==> src/rtl/core/tile_min_max_map_unit_assert.svh <==
// Assertion macros for the tile min/max map unit.
// Expects clk and rst in the scope of each use.
`ifndef TILE_MIN_MAX_MAP_UNIT_ASSERT_SVH
`define TILE_MIN_MAX_MAP_UNIT_ASSERT_SVH

// condition must hold in the same cycle as the trigger
`define TMM_ASSERT_SAME(lbl, trig, cond, msg) \
  lbl: assert property (@(posedge clk) disable iff (rst) (trig) |-> (cond)) \
    else $error(msg);

// condition must hold in the cycle after the trigger
`define TMM_ASSERT_NEXT(lbl, trig, cond, msg) \
  lbl: assert property (@(posedge clk) disable iff (rst) (trig) |=> (cond)) \
    else $error(msg);

`endif

==> src/rtl/core/tmm_pkg.sv <==
// Shared constants and types for the tile min/max map unit.
// No dependencies; used by tmm_div and tile_min_max_map_unit.
`timescale 1ns / 1ps

package tmm_pkg;

  localparam int SAMPLE_BITS  = 16;
  localparam int MAX_TILES_X  = 2048;
  localparam int SLOT_BITS    = $clog2(MAX_TILES_X);

  localparam int WIDTH_BITS   = 13;
  localparam int HEIGHT_BITS  = 16;
  localparam int QUAD_BITS    = 9;
  localparam int CFG_BITS     = 16;
  localparam int CFG_IDX_BITS = 2;
  localparam int COL_BITS     = 11;
  localparam int ROW_BITS     = 15;

  // divider covers the widest counter (row count)
  localparam int DIV_BITS     = 16;
  localparam int DIV_CNT_BITS = $clog2(DIV_BITS);

  localparam int BANK_WORD    = 2 * SAMPLE_BITS;

  typedef logic [SAMPLE_BITS-1:0] sample_t;

  localparam sample_t SAMPLE_MASK = sample_t'((17'd1 << SAMPLE_BITS) - 17'd1);

  localparam logic [CFG_IDX_BITS-1:0] CFG_IMAGE_WIDTH  = 2'd0;
  localparam logic [CFG_IDX_BITS-1:0] CFG_IMAGE_HEIGHT = 2'd1;
  localparam logic [CFG_IDX_BITS-1:0] CFG_QUAD_SIZE    = 2'd2;

  localparam logic [WIDTH_BITS-1:0]  RST_IMAGE_WIDTH  = 13'd1025;
  localparam logic [HEIGHT_BITS-1:0] RST_IMAGE_HEIGHT = 16'd1025;
  localparam logic [QUAD_BITS-1:0]   RST_QUAD_SIZE    = 9'd8;

endpackage

==> src/rtl/core/tmm_div.sv <==
// Restoring divider, one quotient bit per cycle.
// Depends on tmm_pkg for widths.
`timescale 1ns / 1ps

module tmm_div (
  input  logic                          clk,
  input  logic                          rst,
  input  logic                          start,
  input  logic [tmm_pkg::DIV_BITS-1:0]  dividend,
  input  logic [tmm_pkg::QUAD_BITS-1:0] divisor,
  output logic                          done,
  output logic [tmm_pkg::DIV_BITS-1:0]  quotient,
  output logic [tmm_pkg::QUAD_BITS-1:0] remainder
);
  import tmm_pkg::*;

  logic                    run;
  logic [DIV_CNT_BITS-1:0] cnt;
  logic [DIV_BITS-1:0]     dvd;
  logic [QUAD_BITS-1:0]    dvs;
  logic [QUAD_BITS:0]      rem_sh;
  logic                    ge;
  logic [QUAD_BITS-1:0]    rem_new;

  assign rem_sh  = {remainder, dvd[DIV_BITS-1]};
  assign ge      = rem_sh >= {1'b0, dvs};
  // rem_sh < 2*dvs, so the difference fits the divisor width
  assign rem_new = ge ? QUAD_BITS'(rem_sh - {1'b0, dvs}) : rem_sh[QUAD_BITS-1:0];

  always_ff @(posedge clk) begin
    if (rst) begin
      run  <= 1'b0;
      done <= 1'b0;
      cnt  <= '0;
    end else begin
      done <= 1'b0;
      if (start) begin
        run       <= 1'b1;
        cnt       <= '0;
        dvd       <= dividend;
        dvs       <= divisor;
        remainder <= '0;
        quotient  <= '0;
      end else if (run) begin
        remainder <= rem_new;
        quotient  <= {quotient[DIV_BITS-2:0], ge};
        dvd       <= {dvd[DIV_BITS-2:0], 1'b0};
        cnt       <= cnt + 1'b1;
        if (cnt == DIV_CNT_BITS'(DIV_BITS - 1)) begin
          run  <= 1'b0;
          done <= 1'b1;
        end
      end
    end
  end

endmodule

==> config.mk <==
export PLATFORM = sky130hd
export DESIGN_NAME = tmm_div
export DESIGN_NICKNAME = d
export VERILOG_FILES = /design/src/rtl/core/tile_min_max_map_unit_assert.svh /design/src/rtl/core/tmm_pkg.sv /design/src/rtl/core/tmm_div.sv
export SDC_FILE = /design/constraint.sdc
export NUM_CORES = 1
export LEC_CHECK = 0
export ABC_AREA = 1
export BUFFER_PORTS_ARGS = -buffer_cell sky130_fd_sc_hd__buf_2
export CORE_UTILIZATION = 51
export CTS_BUF_LIST = sky130_fd_sc_hd__clkbuf_8
export CTS_CLUSTER_SIZE = 20
export DETAILED_ROUTE_END_ITERATION = 8
export HOLD_SLACK_MARGIN = 0.1
export PLACE_DENSITY = 0.8
export SLEW_MARGIN = 0
export SYNTH_ARGS = -nofsm -noshare
export SYNTH_HDL_FRONTEND = slang
export SYNTH_SLANG_ARGS = --single-unit
==> constraint.sdc <==
create_clock -name clk -period 4.45 [get_ports clk]
set_clock_uncertainty 0.2 [all_clocks]
set_input_delay 0.89 -clock clk [delete_from_list [all_inputs] [get_ports clk]]
set_output_delay 0.89 -clock clk [all_outputs]
set_load 0.02 [all_outputs]
==> qor.yml, run 1 <==
floorplanning:
  die-area_um2: 5685
  coreArea_um2: 5140
  std_cell_rows: 26
  start_util: 0.5346
  die_y_um: 75.40
  io_pins: 54
  die_w_um: 75.40
worst_setup_path:
  cp-end-kind: "register"
  setup.worst_path.class: "in -> reg"
  crit_fanout: 38
  reg2reg_setup_slack_ps: 2050
  critPathLaunchType: "primary input"
  worstPathArrival_ps: 2520
  required_ps: 4220
sta:
  maxSlewViolCount: 0
  worst_pin_slew_ps: 803.1
  fmax_mhz: 363.9
  slew_headroom: 0.4626
  rsz0062_at_grt: "no"
  period_needed_ps: 2748
  fin_setup_tns_ps: 0
  hold_viol_final: 0
  timing.final.crit_share: 0.6175
  report.final.setup_viol: 0
yosys:
  ys_seq_area_frac: 0.5902
  synth_cell_types: 24
  synth_edf_count: 50
  synthTopCellsByCount: "nand2_1, inv_1, edfxtp_1"
  synth_area_per_cell_um2: 9.068
  synth_fp_nets: 342
  yosysTopAreaCell: "edfxtp_1"
  netlist_instances: 303
  synth-main-ff-cell: "edfxtp_1"
  async_reset_ff_frac: 0
  ys_ff_latch: 56
  synth_most_common_cell: "nand2_1"
  yosys_warnings: 0
  synth_top_area_frac: 0.5464
  syn_area_um2: 2748
  synthTopCellsByArea: "edfxtp_1, nand2_1, inv_1, nor2_1, ha_1"
global_routing:
  antenna_found_initial: 0
  gr-usage-met2: 0.3095
  grt_use_met3: 0.04365
  grt_pass1_vias: 1824
  use_met1: 0.2573
  grt_start_max_net_pins: 39
  grt_pass1_wl_um: 7983
  grtUsageTotal: 0.1941
  grt.busiest_layer: "met2"
  gr-total-overflow: 0
cts:
  cts_root_buf: "clkbuf_8"
  post_cts_buffers: 0
  htree_levels: 2
  tritoncts: "done"
  path_clk_slew_ps: 90
  cts_hold_buffers: 0
  ctsResizeCount: 0
  worstSkewPairLatency_ps: 320
  clock_sinks: 56
  numCtsBuffers: 5
  clock_path_buffers: 2
pwr:
  peakVddDrop_mv: 0.2516
  p_per_area_nw_per_um2: 393.8
  power_uw: 1262
  p_leak_uw: 0.001585
detailed_routing:
  antenna_left: 0
  routedWlPerCell_um: 11.66
  viasPerCell: 4.629
  drcViolationCount: 0
  drt_iter0_markers: 108
  dr_total_vias: 1986
  wirelength_um: 5000
  first_pass_iters: 4
layout:
  areaGrowthSynthToFinish_pct: 16.62
  fillers: 464
  num_antenna_cells: 0
  drive_gt1_frac: 0.1838
  nets: 397
run:
  drv_cap: 0
place:
  dpl.hpwl_um: 3708
  place.gp.congestion: 0.8622
  io_buffer_count: 53
status:
  status: "finished, final reports clean"
worst_hold_path:
  hold_path_class: "reg -> reg"
==> cells in the final DEF, fill, tap and decap left out <==
cell type / synthesis / routed
nand2_1: 94 / 94
inv_1: 58 / 58
buf_2: 0 / 53
edfxtp_1: 50 / 50
nor2_1: 40 / 40
ha_1: 10 / 10
nand3_1: 9 / 9
dfxtp_1: 6 / 6
nor3_1: 5 / 5
o21bai_1: 5 / 5
clkbuf_8: 0 / 5
a21oi_1: 4 / 4
nand2_2: 2 / 2
xor2_1: 2 / 2
nor3b_1: 2 / 2
buf_4: 0 / 2
o21ai_4: 0 / 1
nor2_2: 1 / 1
nand3b_1: 1 / 1
nand4_1: 1 / 1
xnor2_1: 1 / 1
a211oi_1: 1 / 1
o22ai_1: 1 / 1
nor4_1: 1 / 1
fa_1: 1 / 1
clkinv_4: 0 / 1
clkinv_1: 0 / 1
bufinv_16: 0 / 1
==> per-layer routing <==
metal	wire, um	part of all wire
met1	2244	0.45
met2	2424	0.48
met3	249	0.050
met4	82	0.016
met5	0	0
==> where the power goes <==
| group | switching [uW] | internal, uW | total (uW) |
|---|---|---|---|
| logic | 182 | 96.6 | 279 |
| registers | 23.8 | 631 | 655 |
| clock network | 162 | 167 | 329 |
==> per-stage QoR <==
step / setup WS [ps] / cells / area (um^2) / hold WS (ps) / util
floorplan: 777.1 / 303 / 2748 / 277.2 / -
global placement: 1420 / 421 / 3093 / 289.3 / 0.6018
detailed placement: 1337 / 421 / 3093 / 301.3 / 0.6018
CTS: 1690 / 429 / 3204 / 323.2 / 0.6234
global route: 1507 / 429 / 3204 / 341.6 / 0.6234
finish: 1702 / 429 / 3204 / 320.9 / 0.6234
==> state kept, by name, indices dropped and copies added, names as in the netlist <==
register,cells
dvd,16
quotient,16
dvs,9
remainder,9
cnt,4
done,1
run,1
==> cell families after synthesis <==
logic type               Yosys count  share of synthesized area
buffers and inverters             65                    0.09153
AO/OA/AOI/OAI                     12                    0.02778
XOR/XNOR                           3                   0.009565
flip-flops                        56                     0.5902
AND/OR/NAND/NOR                  156                     0.2281
adder cells (fa/ha/maj)           11                    0.05282
==> worst max-delay path, cell delays in order <==
cell,delay (ps)
buf_2,80
buf_4,320
inv_1,410
o21ai_4,350
buf_4,440
==> final timing paths <==
check        cells after the start           end  startpoint
min                              2        cnt[0]      cnt[0]
max                              5   quotient[8]       start
min reg2reg                      2        cnt[0]      cnt[0]
max reg2reg                     14  remainder[7]     dvd[15]
==> area by class of cell <==
| cell class | count | area [um^2] | area share |
|---|---|---|---|
| multi-input combinational | 182 | 885.9 | 0.2765 |
| clock inverter | 3 | 42.54 | 0.01328 |
| tap | 70 | 87.58 | 0.02733 |
| clock buffer | 5 | 68.82 | 0.02148 |
| sequential | 56 | 1622 | 0.5061 |
| timing repair buffer | 55 | 280.3 | 0.08747 |
| inverter | 58 | 217.7 | 0.06794 |
Power figures use the tool's default switching activity.
==> run 2: changes to the inputs <==
--- a/config.mk
+++ b/config.mk
@@ -7,12 +7,12 @@
 export LEC_CHECK = 0
 export ABC_AREA = 1
 export BUFFER_PORTS_ARGS = -buffer_cell sky130_fd_sc_hd__buf_2
-export CORE_UTILIZATION = 51
+export CORE_UTILIZATION = 55
 export CTS_BUF_LIST = sky130_fd_sc_hd__clkbuf_8
 export CTS_CLUSTER_SIZE = 20
 export DETAILED_ROUTE_END_ITERATION = 8
 export HOLD_SLACK_MARGIN = 0.1
-export PLACE_DENSITY = 0.8
+export PLACE_DENSITY = 0.82
 export SLEW_MARGIN = 0
 export SYNTH_ARGS = -nofsm -noshare
 export SYNTH_HDL_FRONTEND = slang
==> constraint.sdc (replaced) <==
create_clock -name clk -period 2.6 [get_ports clk]
set_clock_uncertainty 0.2 [all_clocks]
set_input_delay 0.52 -clock clk [delete_from_list [all_inputs] [get_ports clk]]
set_output_delay 0.52 -clock clk [all_outputs]
set_load 0.02 [all_outputs]
==> run 2 against run 1 <==
- final area about the same
- sequential share of layout area about the same
- count of clock-buffer cells in the layout unchanged
- power up 65%
- non-clock buffer count up 3
- core utilization up 5.0 points
- global-route usage up 1.6 points
- critical path depth up 7
- routed wire length up 0.72%
==> qor.yml, run 2 (same netlist as run 1, synthesis figures left out) <==
sta:
  timing.final.crit_share: 0.9254
  period_needed_ps: 2406
  report.final.setup_viol: 0
  maxSlewViolCount: 0
  hold_viol_final: 0
  slew_headroom: 0.5363
  fmax_mhz: 415.6
  rsz0062_at_grt: "no"
  worst_slack_ps: 193.9
  worst_pin_slew_ps: 692.9
  fin_setup_tns_ps: 0
place:
  pre_cts_ws_ps: 241.9
  io_buffer_count: 53
  dpl.hpwl_um: 3642
  dp.cells: 421
  placed_cell_area_um2: 3112
  place.gp.congestion: 0.8195
layout:
  nets: 400
  final_area_um2: 3202
  final_cell_mix: "nand2_1, inv_1, buf_2, edfxtp_1, nor2_1"
  fillers: 408
  final_util: 0.6734
  num_antenna_cells: 0
  areaGrowthSynthToFinish_pct: 16.53
  final_common_cell: "nand2_1"
  layoutNonFillerInstCount: 429
  drive_gt1_frac: 0.1934
  reg_top3: "dvd (16), quotient (16)"
floorplanning:
  die-area_um2: 5282
  std_cell_rows: 25
  die_w_um: 72.68
  die_y_um: 72.68
  coreArea_um2: 4755
  start_util: 0.5779
  io_pins: 54
cts:
  clock_sinks: 56
  post_cts_buffers: 0
  numCtsBuffers: 5
  ctsResizeCount: 0
  cts_hold_buffers: 0
  tritoncts: "done"
  path_clk_slew_ps: 110
  clock_path_buffers: 2
  cts_root_buf: "clkbuf_8"
  htree_levels: 2
  worstSkewPairLatency_ps: 320
detailed_routing:
  drcViolationCount: 0
  routedWlPerCell_um: 11.74
  first_pass_iters: 4
  drt_iter0_markers: 138
  dr_total_vias: 2040
  antenna_left: 0
  viasPerCell: 4.755
  wirelength_um: 5036
pwr:
  power.share.sequential: 0.539
  clockPowerShare: 0.231
  p_int_uw: 1440
  power_switching_share: 0.3067
  p_leak_uw: 0.001589
  combPwrFrac: 0.231
  p_per_area_nw_per_um2: 648.8
  switching_power_uw: 637.1
  peakVddDrop_mv: 0.3474
worst_setup_path:
  critical_path_buf_inv_count: 2
  crit_chain: "inv_1 > ha_1 > inv_1 > fa_1 > nand2_1 > nand2_1 > nand3_1 > nand2_1 > nand2_1 > nand2_2 > o21bai_1 > nor2_1"
  worstPathArrival_ps: 2280
  crit_fanout: 13
  cpLargestDelayFamily: "simple AND/OR/NAND/NOR gates"
  cp-end-kind: "register"
  required_ps: 2470
  crit_top_cell: "nand2_1"
  critPathLaunchType: "register"
  slowest_stage: "edfxtp_1"
  setup.worst_path.class: "reg -> reg"
  max_stage_delay_ps: 410
global_routing:
  gr-total-overflow: 0
  grt_pass1_wl_um: 8197
  grt_start_max_net_pins: 38
  grtUsageTotal: 0.2106
  antenna_found_initial: 0
  grt_pass1_vias: 1851
status:
  status: "finished, final reports clean"
run:
  drv_cap: 0
worst_hold_path:
  hold_path_class: "in -> reg"
## run 2: cell count changes in the layout (fill, tap and decap cells not counted), sizes merged
cell | previous run | this run
buf | 55 | 58
bufinv | 1 | 0
clkinv | 2 | 1
clkinvlp | 0 | 1
inv | 58 | 59
## run 2: metrics by stage
stage / hold slack (ps) / power [uW]
floorplan: 277.2 / 1484
global placement: 289.1 / 1596
detailed placement: 308.6 / 1617
CTS: 155.9 / 2090
global route: 150.4 / 2192
finish: 169.9 / 2077
## run 2: final timing paths
| check | end | start | cells past startpoint | slack (ps) |
|---|---|---|---|---|
| setup reg to reg | remainder[0] | dvd[15] | 12 | 190 |
| hold reg to reg | cnt[0] | cnt[0] | 2 | 320 |
| hold / removal | dvs[7] | divisor[7] | 1 | 170 |
| setup / recovery | remainder[0] | dvd[15] | 12 | 190 |
## run 2: cell type report
| type | count | area [um^2] | share of cell area |
|---|---|---|---|
| Multi-Input combinational cell | 182 | 885.9 | 0.2767 |
| Clock buffer | 5 | 68.82 | 0.02149 |
| Clock inverter | 3 | 21.27 | 0.006643 |
| Timing Repair Buffer | 58 | 302.8 | 0.09457 |
| Inverter | 58 | 217.7 | 0.06800 |
| Tap cell | 67 | 83.83 | 0.02618 |
| Sequential cell | 56 | 1622 | 0.5064 |
## run 2: per-layer routing
layer | global-route usage | part of all wire | vias to the layer above
met1 | 0.2669 | 0.43 | 923
met5 | 0 | 0 | -
met4 | 0.09368 | 0.013 | 0
met2 | 0.3489 | 0.51 | 52
li1 | - | - | 1059
met3 | 0.04558 | 0.048 | 6
## run 2: power by group through the flow
stage / Sequential [uW] / Clock [uW] / Combinational (uW)
2_1_floorplan: 1190 / 0 / 299
3_3_place_gp: 1140 / 0 / 459
3_5_place_dp: 1140 / 0 / 477
4_1_cts: 1120 / 490 / 480
5_1_grt: 1130 / 520 / 543
6_report: 1120 / 479 / 479
## run 2: worst register-to-register path, delay by kind of cell (launching register included)
family / cells / cell delay (ps)
AND/OR/NAND/NOR: 7 / 680
adder cells (fa/ha/maj): 2 / 540
flip-flops: 1 / 410
AO/OA/AOI/OAI: 1 / 210
buffers and inverters: 2 / 140
